File: src/rtl/sobel_pkg.sv
`timescale 1ns / 1ps
package sobel_pkg;

  // Channels carried by one pixel, and the width of one packed pixel word
  localparam int unsigned ChanNum = 3;
  localparam int unsigned PixW    = 8 * ChanNum;

  // Configuration register indexes
  localparam int unsigned CfgIdxW  = 1;
  localparam int unsigned CfgDataW = 13;
  localparam logic [CfgIdxW-1:0] CFG_IMAGE_WIDTH  = 1'd0;
  localparam logic [CfgIdxW-1:0] CFG_IMAGE_HEIGHT = 1'd1;

  // Register widths and limits
  localparam int unsigned WidthRegW  = 12;
  localparam int unsigned HeightRegW = 13;
  localparam int unsigned RowW       = 12;
  localparam int unsigned WidCmpW    = 14;
  localparam logic [HeightRegW-1:0] HeightLimit = 13'd4096;
  localparam logic [7:0] SatLimit = 8'd255;

  // One channel's 3x3 window: [row][col], rows top..bottom, cols left..right
  typedef logic [2:0][2:0][7:0] win_t;

  // Lane status toward the merge stage
  typedef struct packed {
    logic       done;
    logic [7:0] mag;
  } lane_st_t;

  // Merge stage control from the sequencer
  typedef struct packed {
    logic load;
    logic nonborder;
    logic last;
  } merge_ctl_t;

endpackage

File: src/rtl/sobel_lane.sv
`timescale 1ns / 1ps
module sobel_lane (
  input  logic              clk_i,
  input  logic              rst_ni,
  input  logic              start_i,
  input  sobel_pkg::win_t   win_i,
  output sobel_pkg::lane_st_t status_o
);

  typedef enum logic [1:0] {
    L_IDLE,
    L_SQ,
    L_ROOT
  } lane_state_e;

  lane_state_e state_q;
  logic [7:0]  ay_q, ax_q;
  logic [16:0] rem_q;
  logic [17:0] root_q;
  logic [3:0]  cnt_q;
  logic        done_q;
  logic [7:0]  mag_q;

  logic [9:0]         top_sum, bot_sum, lft_sum, rgt_sum;
  logic signed [10:0] gy, gx;
  logic [10:0]        gy_abs, gx_abs;
  logic [7:0]         ay_d, ax_d;
  logic [17:0]        bit_w, trial, root_d;
  logic [16:0]        rem_d;
  logic [16:0]        sq_sum;

  // Kernel sums: vertical kernel on rows, horizontal kernel on columns
  assign top_sum = {2'b0, win_i[0][0]} + {1'b0, win_i[0][1], 1'b0} + {2'b0, win_i[0][2]};
  assign bot_sum = {2'b0, win_i[2][0]} + {1'b0, win_i[2][1], 1'b0} + {2'b0, win_i[2][2]};
  assign lft_sum = {2'b0, win_i[0][0]} + {1'b0, win_i[1][0], 1'b0} + {2'b0, win_i[2][0]};
  assign rgt_sum = {2'b0, win_i[0][2]} + {1'b0, win_i[1][2], 1'b0} + {2'b0, win_i[2][2]};

  assign gy = $signed({1'b0, top_sum}) - $signed({1'b0, bot_sum});
  assign gx = $signed({1'b0, lft_sum}) - $signed({1'b0, rgt_sum});

  // Absolute value, saturated to one byte
  assign gy_abs = gy[10] ? 11'(-gy) : 11'(gy);
  assign gx_abs = gx[10] ? 11'(-gx) : 11'(gx);
  assign ay_d   = (|gy_abs[10:8]) ? sobel_pkg::SatLimit : gy_abs[7:0];
  assign ax_d   = (|gx_abs[10:8]) ? sobel_pkg::SatLimit : gx_abs[7:0];

  // Sum of squares
  assign sq_sum = {1'b0, 16'(ay_q * ay_q)} + {1'b0, 16'(ax_q * ax_q)};

  // One step of the digit-by-digit square root
  always_comb begin
    bit_w  = 18'd1 << {cnt_q, 1'b0};
    trial  = root_q + bit_w;
    rem_d  = rem_q;
    root_d = root_q >> 1;
    if ({1'b0, rem_q} >= trial) begin
      rem_d  = 17'({1'b0, rem_q} - trial);
      root_d = (root_q >> 1) + bit_w;
    end
  end

  // Sequence: take |gy|,|gx|, square, then nine root steps
  always_ff @(posedge clk_i or negedge rst_ni) begin
    if (!rst_ni) begin
      state_q <= L_IDLE;
      done_q  <= 1'b0;
      cnt_q   <= '0;
    end else begin
      done_q <= 1'b0;
      case (state_q)
        L_IDLE: begin
          if (start_i) begin
            ay_q    <= ay_d;
            ax_q    <= ax_d;
            state_q <= L_SQ;
          end
        end
        L_SQ: begin
          rem_q   <= sq_sum;
          root_q  <= '0;
          cnt_q   <= 4'd8;
          state_q <= L_ROOT;
        end
        L_ROOT: begin
          rem_q  <= rem_d;
          root_q <= root_d;
          cnt_q  <= cnt_q - 4'd1;
          if (cnt_q == 4'd0) begin
            mag_q   <= (root_d > 18'd255) ? sobel_pkg::SatLimit : root_d[7:0];
            done_q  <= 1'b1;
            state_q <= L_IDLE;
          end
        end
        default: state_q <= L_IDLE;
      endcase
    end
  end

  assign status_o.done = done_q;
  assign status_o.mag  = mag_q;

endmodule

File: config.mk
export PLATFORM = sky130hd
export DESIGN_NAME = sobel_lane
export DESIGN_NICKNAME = d
export VERILOG_FILES = /design/src/rtl/sobel_pkg.sv /design/src/rtl/sobel_lane.sv
export SDC_FILE = /design/constraint.sdc
export NUM_CORES = 1
export LEC_CHECK = 0
export BUFFER_PORTS_ARGS = -buffer_cell sky130_fd_sc_hd__buf_2
export CAP_MARGIN = 40
export CORE_MARGIN = 5
export CORE_UTILIZATION = 60
export DETAILED_ROUTE_END_ITERATION = 10
export PLACE_DENSITY = 0.8
export SLEW_MARGIN = 40
export SYNTH_ARGS = -nofsm -noshare
export SYNTH_HDL_FRONTEND = slang
export SYNTH_SLANG_ARGS = --single-unit
export TNS_END_PERCENT = 1
File: constraint.sdc
create_clock -name clk_i -period 6.2 [get_ports clk_i]
set_input_delay 1.55 -clock clk_i [delete_from_list [all_inputs] [get_ports clk_i]]
set_output_delay 1.55 -clock clk_i [all_outputs]
set_load 0.005 [all_outputs]
==> impl_metrics.ini <==
[timing]
max_slew_margin_pct = 49.4
slew_violations = 0
fmax_mhz = 165
worstMarginPinSlew_ps = 758
period_share_pct = 98.0
clock_skew_ps = 12.9
setup_viol = 0
hold_viol = 0
fin_ws_ps = 125
post-route-min-period_ps = 6070
rsz0062_at_grt = true

[placed_design]
gp_congestion = 0.891
port_buffers = 75
dp_slack_ps = -247
hpwl_um = 19900

[routing]
drt_pre_antenna_iters = 5
drtAntennaViolNets = 0
drcViolationCount = 0
wire_per_inst_um = 16.0
via_per_inst = 5.56
dr_total_vias = 8313
drt_iter0_drc = 639
wl_um = 24000

[setup_path]
max_stage_delay_ps = 580
worstPathArrival_ps = 6160
path_class = in -> reg
r2r_start = ax_q[2]
worstPathRequired_ps = 6280
slowest_stage = fa_1
worstRegToRegCells = 17
critPathTopFamily = adder cells
critical_path.most_common_cell = fa_1
crit_path_end_kind = flop
timing.rr.end = rem_q[15]
worst-path-buf-inv = 2
start_kind = input pin
crit_chain = buf_2 -> inv_1 -> fa_1 -> fa_1 -> fa_1 -> fa_1 -> a21o_1 -> a21o_1 -> xor2_1 -> or4_4 -> or4_1 -> or4_4 -> a21boi_4 -> o221ai_2
cp_max_fo = 8
r2r_setup_slack_ps = 150

[floorplanning]
initial_core_util_pct = 60.5
fp.dieH_um = 144
die_x_um = 144
dieArea_um2 = 20900
core-area_um2 = 17900
placementRows = 49
io_pins = 84

[synthesis]
syn-num-nets = 1486
yosys-top-cells-area = fa_1 26%, edfxtp_1 16%, ha_1 15%, inv_1 6.6%, xnor2_1 4.5%
yosys_warnings = 0
synth.top_cell.area_share_pct = 25.7
ys_types = 62
synth-async-reset-ratio_pct = 10.6
synth_edf_count = 59
syn_inst = 1145
ys.flop_type = edfxtp_1
synth_seq_cells = 66
syn_area_um2 = 10800
synth.avg_cell_area_um2 = 9.47
synth_top_area_cell = fa_1
seq_area_frac_synth_pct = 18.0

[global_route]
grt_pass1_wl_um = 40200
grt_max_degree = 50
grt_util_all_layers_pct = 24.2
grt_overflow = 0
antenna_found_initial = 0
grt_pass1_vias = 8605

[clock_network]
ctsHoldBuffers = 0
cts_buffers = 9
cts_sinks = 66
cts.htree.levels = 3
cts.reportedPaths.clkPinSlew_ps = 60
clock_path_buffers = 2
clk_latency_ps = 350
root_buffer = clkbuf_16
cts_tree = yes

[min_path]
hold_end = state_q[1]
worstHoldStart = state_q[1]
hp-class = reg -> reg
hold_path_depth = 1

[layout]
drive_above_1_share_pct = 13.2
nFillCells = 1383
layout_commonest_cell = inv_1
final_cell_mix = 190 x inv_1, 139 x fa_1, 125 x ha_1
antenna_cells = 0
area.growth.synth_to_final_pct = 12.3
fin_nets = 1601
fin_util_pct = 68.0

[flow_run]
maxCapViolCount = 0

[run_status]
status = finished clean
## Yosys cell counts, drive strengths merged (7+ instances only)
cell type,instances
inv,190
a211oi,10
fa,139
dfrtp,7
xor2,35
nor2b,21
edfxtp,59
a31oi,16
nor3,24
a21o,14
ha,127
o21bai,8
clkbuf,20
nand2b,7
nand2,77
and2,47
xnor2,56
nand4,7
a21oi,47
o21ai,52
and3,10
nor2,63
nand3,23
## registers in the layout (all words and copies together), names as in the netlist
name / count
state_q: 2
ay_q: 8
cnt_q: 4
rem_q: 17
mag_q: 8
ax_q: 8
done_q: 1
root_q: 18
## area by class of cell
class | instances | area, um^2 | area share [%]
Inverter | 190 | 713 | 5.86
Timing Repair Buffer | 127 | 767 | 6.30
Clock inverter | 7 | 100 | 0.822
Sequential cell | 66 | 1950 | 16.0
Tap cell | 229 | 287 | 2.35
Multi-Input combinational cell | 866 | 8130 | 66.8
Clock buffer | 9 | 225 | 1.85
## metal layers
metal | share of wire (%) | vias up | global-route usage [%]
li1 | - | 4042 | -
met4 | 2.2 | 0 | 6.77
met3 | 5.0 | 38 | 3.47
met1 | 44 | 3994 | 33.2
met5 | 0 | - | 0
met2 | 49 | 239 | 40.5
## how the worst max path moves through the flow
stage | startpoint | to | slack [ps] | cells past startpoint
finish | win_i[66] | ax_q[1] | 130 | 14
global route | ax_q[2] | rem_q[15] | -70 | 17
CTS | ax_q[1] | rem_q[15] | 90 | 20
detailed placement | win_i[66] | ax_q[1] | -250 | 14
global placement | win_i[66] | ax_q[1] | -190 | 14
floorplan | win_i[0] | ax_q[1] | 3 | 15
## through the flow
stage / instance area, um^2 / hold slack (ps) / TNS (ps) / std cells
5_1_grt: 12200 / 565 / -97.7 / 1494
4_1_cts: 12100 / 542 / 0 / 1489
2_1_floorplan: 10800 / 506 / 0 / 1145
3_3_place_gp: 11800 / 521 / -1200 / 1472
3_5_place_dp: 11800 / 529 / -1660 / 1473
6_report: 12200 / 544 / 0 / 1494
## logic make-up after synthesis
| kind of cell | count (synthesis) | synth area share [%] |
|---|---|---|
| compound gates | 184 | 10.9 |
| xor+xnor | 91 | 7.35 |
| fa+ha+maj | 269 | 40.6 |
| buf+inv | 213 | 7.43 |
| flops | 66 | 18.0 |
| mux | 12 | 1.18 |
| simple gates | 310 | 14.6 |
## repair_timing
item | in CTS | in global routing
endpoints found under the setup margin | 0 | 6
gates resized for setup | 0 | 8
setup buffers | 0 | 5
endpoints found under the hold margin | 0 | 0
Power is not shown: default switching activity piles up to over one toggle a cycle in this logic, so the estimate is an artifact.
