**config.mk**
```make
export PLATFORM = sky130hd
export DESIGN_NAME = sobel_merge_flat
export DESIGN_NICKNAME = d
export VERILOG_FILES = /design/src/rtl/sobel_pkg.sv /design/src/rtl/sobel_if.sv /design/src/rtl/sobel_merge.sv /design/src/flat_wrapper.sv
export SDC_FILE = /design/constraint.sdc
export NUM_CORES = 1
export LEC_CHECK = 0
export BUFFER_PORTS_ARGS = -buffer_cell sky130_fd_sc_hd__buf_2
export CAP_MARGIN = 15
export CORE_UTILIZATION = 40
export CTS_BUF_LIST = sky130_fd_sc_hd__clkbuf_4 sky130_fd_sc_hd__clkbuf_8 sky130_fd_sc_hd__clkbuf_16
export CTS_CLUSTER_SIZE = 25
export DETAILED_ROUTE_END_ITERATION = 10
export GPL_TIMING_DRIVEN = 1
export HOLD_SLACK_MARGIN = 0.15
export PLACE_DENSITY = 0.76
export SLEW_MARGIN = 10
export SYNTH_ARGS = -nofsm -noshare
export SYNTH_HDL_FRONTEND = slang
export SYNTH_SLANG_ARGS = --single-unit
export TNS_END_PERCENT = 100
```
**constraint.sdc**
```tcl
create_clock -name clk_i -period 1.1 [get_ports clk_i]
set_input_delay 0.165 -clock clk_i [delete_from_list [all_inputs] [get_ports clk_i]]
set_output_delay 0.165 -clock clk_i [all_outputs]
set_load 0.02 [all_outputs]
```
**src/rtl/sobel_pkg.sv**
```systemverilog
`timescale 1ns / 1ps
package sobel_pkg;

  // Channels carried by one pixel, and the width of one packed pixel word
  localparam int unsigned ChanNum = 3;
  localparam int unsigned PixW    = 8 * ChanNum;

  // Configuration register indexes
  localparam int unsigned CfgIdxW  = 1;
  localparam int unsigned CfgDataW = 13;
  localparam logic [CfgIdxW-1:0] CFG_IMAGE_WIDTH  = 1'd0;
  localparam logic [CfgIdxW-1:0] CFG_IMAGE_HEIGHT = 1'd1;

  // Register widths and limits
  localparam int unsigned WidthRegW  = 12;
  localparam int unsigned HeightRegW = 13;
  localparam int unsigned RowW       = 12;
  localparam int unsigned WidCmpW    = 14;
  localparam logic [HeightRegW-1:0] HeightLimit = 13'd4096;
  localparam logic [7:0] SatLimit = 8'd255;

  // One channel's 3x3 window: [row][col], rows top..bottom, cols left..right
  typedef logic [2:0][2:0][7:0] win_t;

  // Lane status toward the merge stage
  typedef struct packed {
    logic       done;
    logic [7:0] mag;
  } lane_st_t;

  // Merge stage control from the sequencer
  typedef struct packed {
    logic load;
    logic nonborder;
    logic last;
  } merge_ctl_t;

endpackage

```
**src/rtl/sobel_if.sv**
```systemverilog


interface sobel_out_if;
  logic       valid;
  logic       ready;
  logic [7:0] edge_value;
  logic       frame_last;

  modport source (output valid, output edge_value, output frame_last, input ready);
  modport sink   (input valid, input edge_value, input frame_last, output ready);
endinterface

```
**src/rtl/sobel_merge.sv**
```systemverilog
`timescale 1ns / 1ps
module sobel_merge (
  input  logic                              clk_i,
  input  logic                              rst_ni,
  input  sobel_pkg::merge_ctl_t             ctl_i,
  input  sobel_pkg::lane_st_t [sobel_pkg::ChanNum-1:0] lanes_i,
  output logic                              free_o,
  sobel_out_if.source                       out_ch
);

  logic       valid_q;
  logic [7:0] edge_q;
  logic       last_q;
  logic [7:0] max_ab, max_abc;

  // Largest magnitude over the channels
  assign max_ab  = (lanes_i[1].mag > lanes_i[0].mag) ? lanes_i[1].mag : lanes_i[0].mag;
  assign max_abc = (lanes_i[2].mag > max_ab) ? lanes_i[2].mag : max_ab;

  assign free_o = !valid_q || out_ch.ready;

  // Hold the request until the sink takes it
  always_ff @(posedge clk_i or negedge rst_ni) begin
    if (!rst_ni) begin
      valid_q <= 1'b0;
    end else if (ctl_i.load) begin
      valid_q <= 1'b1;
    end else if (out_ch.ready) begin
      valid_q <= 1'b0;
    end
  end

  always_ff @(posedge clk_i) begin
    if (ctl_i.load) begin
      edge_q <= ctl_i.nonborder ? max_abc : 8'd0;
      last_q <= ctl_i.last;
    end
  end

  assign out_ch.valid      = valid_q;
  assign out_ch.edge_value = edge_q;
  assign out_ch.frame_last = last_q;

endmodule

```
**src/flat_wrapper.sv**
```systemverilog
// flat-port wrapper written by rule: the top's interface ports become plain ports
module sobel_merge_flat 
  (clk_i, rst_ni, ctl_i, lanes_i, free_o, out_ch_valid, out_ch_edge_value, out_ch_frame_last, out_ch_ready);
  sobel_out_if out_ch_i ();
  input  logic clk_i;
  input  logic rst_ni;
  input  sobel_pkg::merge_ctl_t ctl_i;
  input  sobel_pkg::lane_st_t [sobel_pkg::ChanNum-1:0] lanes_i;
  output logic free_o;
  output wire logic [$bits(out_ch_i.valid)-1:0] out_ch_valid;
  output wire logic [$bits(out_ch_i.edge_value)-1:0] out_ch_edge_value;
  output wire logic [$bits(out_ch_i.frame_last)-1:0] out_ch_frame_last;
  input wire logic [$bits(out_ch_i.ready)-1:0] out_ch_ready;
  assign out_ch_valid = out_ch_i.valid;
  assign out_ch_edge_value = out_ch_i.edge_value;
  assign out_ch_frame_last = out_ch_i.frame_last;
  assign out_ch_i.ready = out_ch_ready;
  sobel_merge u_core (.clk_i(clk_i), .rst_ni(rst_ni), .ctl_i(ctl_i), .lanes_i(lanes_i), .free_o(free_o), .out_ch(out_ch_i));
endmodule
```
==> metrics, run 1 <==
synthesized-area fraction occupied by and/or/nand/nor cells=0.249; unrepaired setup endpoints after global routing=yes; multiplexer share of the synthesized area=0; violated checks=design-rule violations, negative setup slack; area fraction in compound gates after synthesis=0.283; CTS Buf Count=3; All-Layer GR Usage=0.252; Leakage Power=0.941 nW; power per cell area=883 nW/µm²; First-pass DRT Iterations=10; buffer levels on the longest clock path=2; global-route wire length before repair=roughly 6.6 mm; post-synthesis share of cell area spent on full adders, half adders and majority gates=0.159; CTS H-tree depth=1; total routed wirelength=4.00 mm; dominant combinational cell family by area after synthesis=compound AO/OA/AOI/OAI gates; share of final-layout standard cells stronger than drive strength 1=0.709; relative slew slack=0.736; vias in the first global route=1558; grt total ovfl=0; area leader, netlist=sky130_fd_sc_hd__edfxtp_1; area of combinational cells with multiple inputs=1150 µm²; final worst path period need=2.75 ns; setup_tns=-12.90 ns; maximum achievable frequency=363 MHz; final clock skew=0 ns; Slew @ Worst Pin=0.397 ns; CTS Root Buffer Type=sky130_fd_sc_hd__clkbuf_4; clock-pin transition on the worst setup and hold timing paths=about 0.060 ns; sequential standard cell area=295 µm²; site row count=19; cell count after synthesis=135; portion of the clock cycle consumed by the worst path in the final layout=2.50; filler cell count=around 180; DIE HEIGHT=58.0 µm; area grow syn2layout=78.1%; Worst setup SP type=input pin; max-capacitance violation count=0; clock sink total=10; result of the run=complete, but fails checks; Clock Latency Late Sink=0.25 ns; dominant cells by area after synthesis=sky130_fd_sc_hd__edfxtp_1 (22%), sky130_fd_sc_hd__ha_1 (16%), sky130_fd_sc_hd__a211oi_1 (8.4%), sky130_fd_sc_hd__a21oi_1 (7.2%), sky130_fd_sc_hd__nand3_1 (6.4%); average instance area after synthesis=~9.3 µm²; Die Outline Area=3370 µm²; I/O Buffers=40; die outline width=approximately 58 µm; Synthesis Warnings=0; Hold Violations, Final=0; average wire length per cell after detail routing=roughly 15 µm; net count of the mapped netlist=184; remaining antenna violation count after routing=0; Initial Util=0.437; IO Pins=44; critical path required time=1.10 ns; fraction of the yosys area taken by sequential cells=0.235; remaining routing DRC violations=3; count of routing violations after the opening detailed-route iteration=51; Placer Congestion=0.874; nets=approximately 270; Core Area=2880 µm²; final worst-path setup slack=-1.65 ns; Seq cells post-synth=10; arrival time worst endpoint=2.75 ns; initial antenna violation count=0; worst min-delay path category=input pin to register; final number of setup-violating endpoints=8; sum of net half-perimeters after detailed placement=2.95 mm; critical path start-end classification=input pin to register; largest driver fanout on the critical path=8; fraction of synthesized cell area taken by the top area cell type=0.215; total vias in the final route=1440; count of distinct cell types in the synthesized netlist=34; antenna diode instance count=0; max-slew violation total from the final report=0; Via density=between 5 and 6; TritonCTS clock tree=yes; endpoint class of the critical path=register; Worst IR Drop VDD=approximately 410 µV; final core utilization=0.778; xor and xnor fraction of the mapped netlist area=0; total standard cell area after synthesis=1260 µm²; pin count of the biggest net entering global routing=11
-- per-stage QoR --
stage	instance area (µm²)	power (mW)	std cells	worst slack (ns)	hold slack (ns)
2_1_floorplan	1400	1.10	135	-1.91	-0.131
3_3_place_gp	1900	1.44	252	-2.02	-0.0603
3_5_place_dp	1900	1.47	252	-2.11	-0.0584
4_1_cts	2190	1.92	264	-1.63	0.193
5_1_grt	2240	2.08	265	-1.76	0.202
6_report	2240	1.98	265	-1.65	0.186
-- Yosys cell counts --
library cell and n:
sky130_fd_sc_hd__nand4_1 1, sky130_fd_sc_hd__o211ai_2 1, sky130_fd_sc_hd__a21oi_1 18, sky130_fd_sc_hd__a21oi_2 2, sky130_fd_sc_hd__buf_4 2, sky130_fd_sc_hd__and4_1 1
sky130_fd_sc_hd__nand2_8 1, sky130_fd_sc_hd__a211oi_1 14, sky130_fd_sc_hd__ha_1 16, sky130_fd_sc_hd__nand2_1 5, sky130_fd_sc_hd__o31ai_1 7, sky130_fd_sc_hd__or3_1 1
sky130_fd_sc_hd__a21o_1 2, sky130_fd_sc_hd__o21ai_2 1, sky130_fd_sc_hd__o311a_1 1, sky130_fd_sc_hd__and4b_1 1, sky130_fd_sc_hd__clkdlybuf4s25_2 1, sky130_fd_sc_hd__nand2b_1 2
sky130_fd_sc_hd__and3_1 2, sky130_fd_sc_hd__a211oi_2 1, sky130_fd_sc_hd__o21ai_4 1, sky130_fd_sc_hd__and2b_1 1, sky130_fd_sc_hd__nand4_4 1, sky130_fd_sc_hd__dfrtp_1 1
sky130_fd_sc_hd__buf_6 3, sky130_fd_sc_hd__and3_4 7, sky130_fd_sc_hd__nor2_1 2, sky130_fd_sc_hd__edfxtp_1 9, sky130_fd_sc_hd__and2_4 1, sky130_fd_sc_hd__o21a_1 2
sky130_fd_sc_hd__or2_1 1, sky130_fd_sc_hd__nand3_1 16, sky130_fd_sc_hd__and3_2 1, sky130_fd_sc_hd__inv_1 9
-- worst paths after layout --
kind / startpoint / to / slack [ns] / cells after the start
worst max-delay path: lanes_i[6] / u_core.out_ch.edge_value[0] / -1.65 / 14
worst min-delay path: out_ch_ready / u_core.out_ch.valid / 0.19 / 3
worst max register to register: u_core.out_ch.valid / u_core.out_ch.valid / 0.48 / 2
worst min register to register: u_core.out_ch.valid / u_core.out_ch.valid / 0.51 / 2
max in group asynchronous: rst_ni / u_core.out_ch.valid / 0.80 / 2
min in group asynchronous: rst_ni / u_core.out_ch.valid / 0.22 / 2
-- timing repair --
| action | in CTS | in global routing |
|---|---|---|
| endpoints found under the setup margin | 8 | 8 |
| gates resized for setup | 41 | 9 |
| hold endpoints to repair | 2 | 0 |
| pin swaps | 23 | 4 |
| setup buffers | 6 | 1 |
| gates cloned | 0 | 0 |
| hold buffers | 2 | 0 |
-- worst max-delay path: stages --
cell                       delay (ns)
sky130_fd_sc_hd__buf_2           0.12
sky130_fd_sc_hd__inv_4           0.04
sky130_fd_sc_hd__ha_4            0.26
sky130_fd_sc_hd__nand2_2         0.05
sky130_fd_sc_hd__or3_4           0.44
sky130_fd_sc_hd__buf_4           0.17
sky130_fd_sc_hd__and3_4          0.17
sky130_fd_sc_hd__a211oi_2        0.22
sky130_fd_sc_hd__ha_1            0.19
sky130_fd_sc_hd__nand2_1         0.09
sky130_fd_sc_hd__nor2_2          0.15
sky130_fd_sc_hd__and3_4          0.31
sky130_fd_sc_hd__nor2_1          0.08
sky130_fd_sc_hd__o311a_1         0.30
-- per-layer routing --
layer	up-vias	track usage	routed length, µm
met4	0	0.109	128
met1	673	0.274	1580
met3	13	0.0179	119
met5	-	0	0
met2	47	0.493	2160
li1	707	-	-
-- power by group --
part | internal, mW | switching (mW)
Sequential | 0.473 | 0.00979
Combinational | 0.599 | 0.616
Clock | 0.164 | 0.114
-- placed cells by master, fill, tap and decap left out, types with 2 or more instances in the layout --
cell	n
sky130_fd_sc_hd__ha_1	7
sky130_fd_sc_hd__buf_6	7
sky130_fd_sc_hd__a21o_1	2
sky130_fd_sc_hd__buf_8	3
sky130_fd_sc_hd__dlygate4sd3_1	2
sky130_fd_sc_hd__clkbuf_4	4
sky130_fd_sc_hd__buf_2	30
sky130_fd_sc_hd__ha_4	8
sky130_fd_sc_hd__o31ai_4	2
sky130_fd_sc_hd__nand3_1	15
sky130_fd_sc_hd__nand2_1	4
sky130_fd_sc_hd__and3_4	9
sky130_fd_sc_hd__a21oi_1	15
sky130_fd_sc_hd__nand2b_1	2
sky130_fd_sc_hd__inv_6	2
sky130_fd_sc_hd__o21ai_4	2
sky130_fd_sc_hd__inv_4	2
sky130_fd_sc_hd__a21oi_2	5
sky130_fd_sc_hd__buf_4	48
sky130_fd_sc_hd__edfxtp_1	9
sky130_fd_sc_hd__o31ai_2	5
sky130_fd_sc_hd__a211oi_2	14
sky130_fd_sc_hd__inv_2	3
-- sequential cells by signal (all words and copies together), names as in the netlist --
signal / flops
u_core.out_ch.edge_value: 8
u_core.out_ch.frame_last: 1
u_core.out_ch.valid: 1
-- logic make-up (layout without fill, tap and decap cells) --
logic type / after synthesis / count (layout)
AOI/OAI and AO/OA: 50 / 50
buffers and inverters: 15 / 103
DFF: 10 / 10
adders and majority gates: 16 / 16
and+or+nand+nor: 44 / 44
-- cell type report --
type	instances	share of cell area
clock buffers	4	0.0134
inverters	9	0.0252
multi-input cells	110	0.513
flip-flops and latches	10	0.132
well taps	42	0.0235
repair buffers	90	0.293
Power figures use the tool's default switching activity.
==> run 2, diff against run 1 <==
PLACE_DENSITY = 0.66   (was 0.76)
SETUP_SLACK_MARGIN = 0.4   (was default)
==> metrics, run 2 (synthesis gave the netlist of run 1 again) <==
I/O Buffers=40 (unchanged); setup_tns=-13.62 ns (was -12.90 ns); grt total ovfl=0 (unchanged); Worst R2R Setup Slack=0.26 ns (was 0.48 ns); delay of the slowest cell on the worst path=0.42 ns (was 0.44 ns); All-Layer GR Usage=0.261 (was 0.252); average wire length per cell after detail routing=16.1 µm (was 15.1 µm); final number of setup-violating endpoints=8 (unchanged); number of flip-flops under the largest register name=8 (unchanged); initial antenna violation count=0 (unchanged); global-route wire length before repair=6.78 mm (was 6.56 mm); endpoint class of the critical path=register (unchanged); largest driver fanout on the critical path=5 (was 8); Worst Reg-to-Reg Cells=4 (was 2); buffer levels on the longest clock path=2 (unchanged); Worst setup SP type=input pin (unchanged); most common library cell in the layout ignoring fill and taps=sky130_fd_sc_hd__buf_4 (unchanged); area grow syn2layout=94.1% (was 78.1%); vias in the first global route=1557 (was 1558); count of routing violations after the opening detailed-route iteration=65 (was 51); total routed wirelength=4.33 mm (was 4.00 mm); remaining routing DRC violations=4 (was 3); area of combinational cells with multiple inputs=1210 µm² (was 1150 µm²); Worst IR Drop VDD=407 µV (was 415 µV); final clock skew=0 ns (unchanged); post-placement setup slack=-2.21 ns (was -2.11 ns); arrival time worst endpoint=2.87 ns (was 2.75 ns); relative slew slack=0.774 (was 0.736); post-layout instance area=2440 µm² (was 2240 µm²); Slew @ Worst Pin=0.337 ns (was 0.397 ns); sequential standard cell area=297 µm² (was 295 µm²); final worst-path setup slack=-1.74 ns (was -1.65 ns); remaining antenna violation count after routing=0 (unchanged); Clock Latency Late Sink=0.29 ns (was 0.25 ns); clock sink total=10 (unchanged); CTS Buf Count=3 (unchanged); die outline width=58.0 µm (unchanged); Initial Util=0.437 (unchanged); pin count of the biggest net entering global routing=11 (unchanged); critical path required time=1.13 ns (was 1.10 ns); final worst path period need=2.84 ns (was 2.75 ns); portion of the clock cycle consumed by the worst path in the final layout=2.58 (was 2.50); antenna diode instance count=0 (unchanged); hold_buf cts=1 (was 2); CTS Root Buffer Type=sky130_fd_sc_hd__clkbuf_4 (unchanged); Placer Congestion=0.856 (was 0.874); unrepaired setup endpoints after global routing=yes (unchanged); endpoint of the worst setup timing path=u_core.out_ch.edge_value[0] (unchanged); TritonCTS clock tree=yes (unchanged); power per cell area=910 nW/µm² (was 883 nW/µm²); IO Pins=44 (unchanged); Hold Violations, Final=0 (unchanged); destination of the worst register-to-register timing path=u_core.out_ch.valid (unchanged); Leakage Power=1.02 nW (was 0.941 nW); share of final-layout standard cells stronger than drive strength 1=0.736 (was 0.709); clock-pin transition on the worst setup and hold timing paths=0.07 ns (was 0.06 ns); Via density=5.52 (was 5.43); CTS H-tree depth=1 (unchanged); commonest cells after routing, fill and taps aside=sky130_fd_sc_hd__buf_4 (46), sky130_fd_sc_hd__buf_6 (26), sky130_fd_sc_hd__buf_2 (18) (was sky130_fd_sc_hd__buf_4 (48), sky130_fd_sc_hd__buf_2 (30), sky130_fd_sc_hd__a21oi_1 (15), sky130_fd_sc_hd__nand3_1 (15), sky130_fd_sc_hd__a211oi_2 (14)); Die Outline Area=3370 µm² (unchanged); worst hold start=ctl_i[0] (was out_ch_ready); critical path start-end classification=input pin to register (unchanged); total vias in the final route=1486 (was 1440); worst min-delay path category=input pin to register (unchanged); First-pass DRT Iterations=7 (was 10); violated checks=design-rule violations, negative setup slack (unchanged); final core utilization=0.848 (was 0.778); DIE HEIGHT=58.0 µm (unchanged); nets=277 (was 273); Core Area=2880 µm² (unchanged); max-slew violation total from the final report=0 (unchanged); standard cell with the maximum stage delay on the critical path=sky130_fd_sc_hd__or3_4 (unchanged); sum of net half-perimeters after detailed placement=2.98 mm (was 2.95 mm); filler cell count=152 (was 177); maximum achievable frequency=353 MHz (was 363 MHz); worst reg2reg startpoint=u_core.out_ch.valid (unchanged); site row count=19 (unchanged); area post-placement=1900 µm² (about the same); cells along the critical path=buf_2, inv_8, ha_4, nand2_1, or3_4, buf_4, and3_4, a211oi_2, ha_1, a21oi_2, o21a_1, o21a_2, nor2_1, o311a_1 (was buf_2, inv_4, ha_4, nand2_2, or3_4, buf_4, and3_4, a211oi_2, ha_1, nand2_1, nor2_2, and3_4, nor2_1, o311a_1); result of the run=complete, but fails checks (unchanged); timing startpoint of the critical path=lanes_i[4] (was lanes_i[6]); max-capacitance violation count=0 (unchanged)
run 2: cell count changes in the layout (fill, tap and decap cells not counted), sizes merged:
cell | before | now
buf | 88 | 93
dlygate4sd3 | 2 | 1
run 2: layer usage:
metal	wire length [µm]	global-route usage
met3	168	0.0268
met4	135	0.116
met5	0	0
met2	2490	0.514
met1	1540	0.273
run 2: worst max-delay path, delay by kind of cell:
family	cells	cell delay, ns
AO/OA/AOI/OAI	5	1.11
adder cells (fa/ha/maj)	2	0.56
buffers and inverters	3	0.35
AND/OR/NAND/NOR	4	0.69
run 2: per-stage QoR:
step	cells	power, mW	hold slack, ns
detailed placement	251	1.47	-0.0599
finish	269	2.22	0.0613
floorplan	135	1.10	-0.131
CTS	262	2.10	0.0785
global placement	251	1.43	-0.0609
global route	269	2.32	0.0698
run 2: worst min-delay path by stage:
| stage | end | depth (start not counted) |
|---|---|---|
| 2_1_floorplan | u_core.out_ch.valid | 0 |
| 3_3_place_gp | u_core.out_ch.valid | 1 |
| 3_5_place_dp | u_core.out_ch.valid | 1 |
| 4_1_cts | u_core.out_ch.frame_last | 1 |
| 5_1_grt | u_core.out_ch.frame_last | 1 |
| 6_report | u_core.out_ch.frame_last | 1 |
run 2: area by class of cell:
type,instances,area share
inverters,9,0.0251
repair buffers,94,0.321
clock buffers,4,0.0149
well taps,42,0.0215
multi-input cells,110,0.496
flip-flops and latches,10,0.122
run 2: report_power, final:
group / switching (mW) / internal (mW)
logic: 0.669 / 0.701
registers: 0.0249 / 0.476
clock network: 0.147 / 0.202
total: 0.841 / 1.38
run 2: what timing repair did:
action / CTS / global route
hold endpoints to repair: 2 / 1
buffers inserted: 6 / 7
endpoints found under the setup margin: 19 / 20
pin swaps: 28 / 14
gates resized for setup: 80 / 9
gates cloned: 0 / 0
